<file path="config.mk">
export PLATFORM = sky130hd
export DESIGN_NAME = vcts_ram
export DESIGN_NICKNAME = d
export VERILOG_FILES = /design/src/rtl/core/vcts_ram.sv
export SDC_FILE = /design/constraint.sdc
export NUM_CORES = 1
export LEC_CHECK = 0
export BUFFER_PORTS_ARGS = -buffer_cell sky130_fd_sc_hd__buf_2
export CELL_PAD_IN_SITES_DETAIL_PLACEMENT = 1
export CELL_PAD_IN_SITES_GLOBAL_PLACEMENT = 2
export CORE_UTILIZATION = 35
export CTS_CLUSTER_SIZE = 10
export DETAILED_ROUTE_END_ITERATION = 10
export PLACE_DENSITY = 0.64
export RECOVER_POWER = 50
export SLEW_MARGIN = 20
export SYNTH_ARGS = -nofsm -noshare
export SYNTH_HDL_FRONTEND = slang
export SYNTH_SLANG_ARGS = --single-unit
</file>
<file path="constraint.sdc">
create_clock -name aclk -period 8.1 [get_ports aclk]
set_input_delay 0.405 -clock aclk [delete_from_list [all_inputs] [get_ports aclk]]
set_output_delay 0.405 -clock aclk [all_outputs]
set_load 0.005 [all_outputs]
</file>
<file path="src/rtl/core/vcts_ram.sv">
// ----------------------------------------------------------------------------
// vcts_ram
// Generic single write port, single read port RAM with registered read data.
// ----------------------------------------------------------------------------
module vcts_ram #(
    parameter int WIDTH = 32,
    parameter int DEPTH = 16,
    localparam int AW   = (DEPTH > 1) ? $clog2(DEPTH) : 1
) (
    input  logic             aclk,
    input  logic             wr_en,
    input  logic [AW-1:0]    wr_addr,
    input  logic [WIDTH-1:0] wr_data,
    input  logic             rd_en,
    input  logic [AW-1:0]    rd_addr,
    output logic [WIDTH-1:0] rd_data
);

    logic [WIDTH-1:0] mem [DEPTH];
    logic [WIDTH-1:0] rd_data_reg;

    always_ff @(posedge aclk) begin
        if (wr_en) begin
            mem[wr_addr] <= wr_data;
        end
        if (rd_en) begin
            rd_data_reg <= mem[rd_addr];
        end
    end

    assign rd_data = rd_data_reg;

endmodule

</file>
### Word-level counts from Yosys, hierarchy flattened

Memory sizes are Yosys's and may differ from the RTL's. A register that Yosys moved wholly into a read port is not among the register bits.
Index checks and enable logic that the tools add are counted.

* output and inout port bits: 32
* memories kept: 1
* memory bits (writable): 512
* logic and storage cells: 3
* register bits after elaboration: 0

Memories
* mem: depth 16, width 32, read ports 1, clocked after memory_dff 1, wr ports 1, RTL line 19 `logic [WIDTH-1:0] mem [DEPTH];`

* mux-type cells: 2

Operator list (number)
* 2-to-1 mux 1 bit: 2

### Logic depth before layout (Yosys ltp)

* depth after elaboration: 2
* mapped depth: 5
* gate-level depth less buffers: 3

### Worst setup path before layout

No wires, ideal clock.

* path type: input-to-reg
* from: input port wr_addr[2]
* to: memory mem[0][0] (enable)
* arrival: 3123 ps
* stages on the path: 2
* path buffers: 0
* path slack: 4515 ps
* path through: or3b_2 -> nor3_1

RTL lines
* from (decl): RTL line 12 `input logic [AW-1:0] wr_addr,`
* to (decl): RTL line 19

Straight into the memory's write port.

### Final worst setup path

* from: input port wr_addr[3]
* to: memory mem[7][1] (enable)

Straight into the memory's write port.

==> results.txt <==
----------------------------------------------------
[Run status]
  Run status ... finished, violations left
  Violations in the final reports ... capacitance limit, slew limit

[Final layout]
  Number of standard cells in the layout, taps in and fillers out ... 1,724
  Area Growth Syn to Fin ... 14.9%
  Fraction of layout instances using a drive strength above 1 ... 28.7%
  Utilization of the core after routing ... 40.9%
  Area of all placed cells without fillers ... 23,200 um2
  Largest register FFs ... 512
  Fin nets ... 999
  Fill cell instance count of the final layout ... 5,210

[Placement]
  Hpwl dp ... 21.3 mm
  Post-Place Cell Area ... 21,600 um2
  Quantity of I/O buffers inserted on ports ... 74
  Total instance count after detailed placement ... 1,649
  Pre-CTS setup slack ... 4820 ps
  Placer Congestion ... 0.681

[Clock tree]
  Number of buffers added by the clock tree synthesis step ... 61
  H-tree Lvls ... 2
  Bufs on Longest Clock Path ... 3
  CTS tree ... built
  Number of post-CTS setup repair buffers ... 0
  Clock tree sinks ... 544
  PostCTS Resize Cnt ... 0
  Quantity of hold-fixing buffers added after cts ... 0
  CTS clk-pin slew, worst paths ... 50 ps
  Skew-Pair Late Insertion Delay ... 610 ps
  Clock tree root buffer cell ... sky130_fd_sc_hd__clkbuf_16

[Yosys]
  Flops & latches, synth ... 544
  Sequential-to-total area share from yosys stat ... 81.0%
  Post-synthesis cell area ... 20,200 um2
  Count of cell types in the netlist ... 17
  Mean instance size in the synthesized netlist ... 24.1 um2
  Synthesized netlist net count ... 881
  Post-Synthesis Cells ... 838
  Count of synthesis-stage warnings from yosys ... 0

[STA]
  Max Freq ... 0.360 GHz
  Fin. Hold Viols ... 0
  Post-route minimum period ... 2780 ps
  Slew at the pin closest to its max-slew limit ... 3150 ps
  Post-layout worst setup margin ... 5320 ps
  RSZ-0062 raised after global routing ... no
  Number of max-slew violations in the final report ... 66
  Final hold slack ... 303 ps
  Final worst-path cycle share ... 34.3%
  Final total negative setup slack ... 0 ps
  Final-report setup violation count ... 0
  Max-Slew Margin vs Limit ... -110%
  Maximum clock skew at final layout ... 7.77 ps

[GRT]
  Vias in the first global route ... 9,962
  Global routing usage summed across all routing layers ... 16.1%
  Congestion Overflow GR ... 0
  Antenna violations before repair ... 4
  Largest net degree at the start of global routing ... 66
  First-pass GRT wire length ... 67.9 mm

[Power and ir drop]
  Portion of total power attributed to sequential cells ... 54.9%
  Overall Power ... 5.82 mW
  Net switching power ... 1.18 mW
  Share of total power in combinational logic ... 4.6%
  Worst VDD drop ... 0.000157 V
  Internal power contribution ... 4.65 mW
  Switching share of power ... 20.2%
  Leakage power of the design ... 7.20 nW
  Areal power density over the cells ... 251 nW/um2
  Portion of total power attributed to the clock network ... 40.5%

[Route]
  DRT iter0 DRCs ... 800
  Routed wire length ... 46.6 mm
  DR vias ... 9,086
  Average routed wire per standard cell ... 27.0 um
  Antenna-violating nets left ... 0
  1st-pass router iterations ... 5
  Post-DR vias/cell ... 5.27
  Remaining routing DRC violations ... 0

[Setup path]
  CP required ... 8260 ps
  Crit-path max FO ... 32
  Startpoint types ... primary input
  CP Capture Type ... flop
  Worst Setup Path Type ... primary input to flop
  Arrival time reported for the critical path endpoint ... 2940 ps

[Floorplan]
  Num ports ... 75
  Floorplan Core Area ... 56,700 um2
  Initial cell density of the core ... 35.6%
  Vertical extent of the die ... 242 um
  Row cnt ... 87
  Die width ... 242 um
  Die ar. ... 58,600 um2

[Run]
  Number of max-cap violations ... 2

[Min path]
  Min-delay worst type ... primary input to flop

----------------------------------------------------
[cells in the final DEF, fill, tap and decap left out, types with 2 or more instances in the layout]
cell type                   Yosys  layout
sky130_fd_sc_hd__edfxtp_1     544     544
sky130_fd_sc_hd__mux4_2       128     128
sky130_fd_sc_hd__a22oi_1       64      64
sky130_fd_sc_hd__clkbuf_16      0      63
sky130_fd_sc_hd__clkbuf_1      17      42
sky130_fd_sc_hd__buf_2          4      39
sky130_fd_sc_hd__nand2_1       33      33
sky130_fd_sc_hd__buf_4         11      23
sky130_fd_sc_hd__nor2_4         0      13
sky130_fd_sc_hd__nor3_2         0       4
sky130_fd_sc_hd__diode_2        0       2
sky130_fd_sc_hd__nor2b_4        0       2
sky130_fd_sc_hd__nand3b_1       2       2
sky130_fd_sc_hd__nand2b_1       2       2
sky130_fd_sc_hd__inv_6          0       2
[final timing paths]
check                            start                     to  slack (ps)  cells after the start
setup / recovery            wr_addr[3]    mem[7][1]$_DFFE_PP_        5320                      4
hold / removal             wr_data[29]  mem[11][29]$_DFFE_PP_         300                      1
setup reg to reg  mem[10][1]$_DFFE_PP_   rd_data[1]$_DFFE_PP_        6630                      3
hold reg to reg   mem[4][14]$_DFFE_PP_  rd_data[14]$_DFFE_PP_         750                      3
[Yosys cell counts, drive strengths merged]
cell | count | area (um2)
nor3 | 4 | 20.0
nand3b | 2 | 15.0
nand3 | 1 | 5.00
and2 | 1 | 6.26
nor2 | 13 | 48.8
nand2 | 33 | 124
buf | 26 | 159
nand2b | 2 | 12.5
clkbuf | 17 | 63.8
nor2b | 2 | 12.5
a22oi | 64 | 480
mux4 | 128 | 2880
or3b | 1 | 8.76
edfxtp | 544 | 16300
[kinds of logic after synthesis]
kind of cell | count (synthesis) | share of synthesized area (%)
buf+inv | 43 | 1.10
mux | 128 | 14.3
flops | 544 | 81.0
compound gates | 64 | 2.38
simple gates | 59 | 1.25
[power by group through the flow]
stage	registers [mW]	logic, mW	clock network, mW
finish	3.20	0.266	2.36
detailed placement	3.25	0.276	0
global route	3.20	0.290	2.51
global placement	3.25	0.269	0
floorplan	3.25	0.151	0
CTS	3.20	0.277	2.44
[per-layer routing]
metal,vias to the layer above,global-route usage [%],share of wire (%)
met5,-,0,0.054
met4,4,5.12,2.1
met3,72,2.82,5.3
met2,242,26.2,49
met1,4953,22.1,44
li1,3815,-,-
[worst max-delay path, cell delays in order]
cell                       delay [ps]
sky130_fd_sc_hd__clkbuf_1         100
sky130_fd_sc_hd__nand3b_1         370
sky130_fd_sc_hd__nor2_4           150
sky130_fd_sc_hd__clkbuf_1        1880
[cell type report]
class	instances	area (um2)	area share, %
sequential	544	16300	70.5
antenna	2	5.00	0.0216
clock inverter	3	21.3	0.0918
clock buffer	70	1600	6.92
tap	756	946	4.08
timing repair buffer	98	513	2.21
multi-input combinational	251	3750	16.2
No activity file was read; power rests on OpenSTA's default activity.
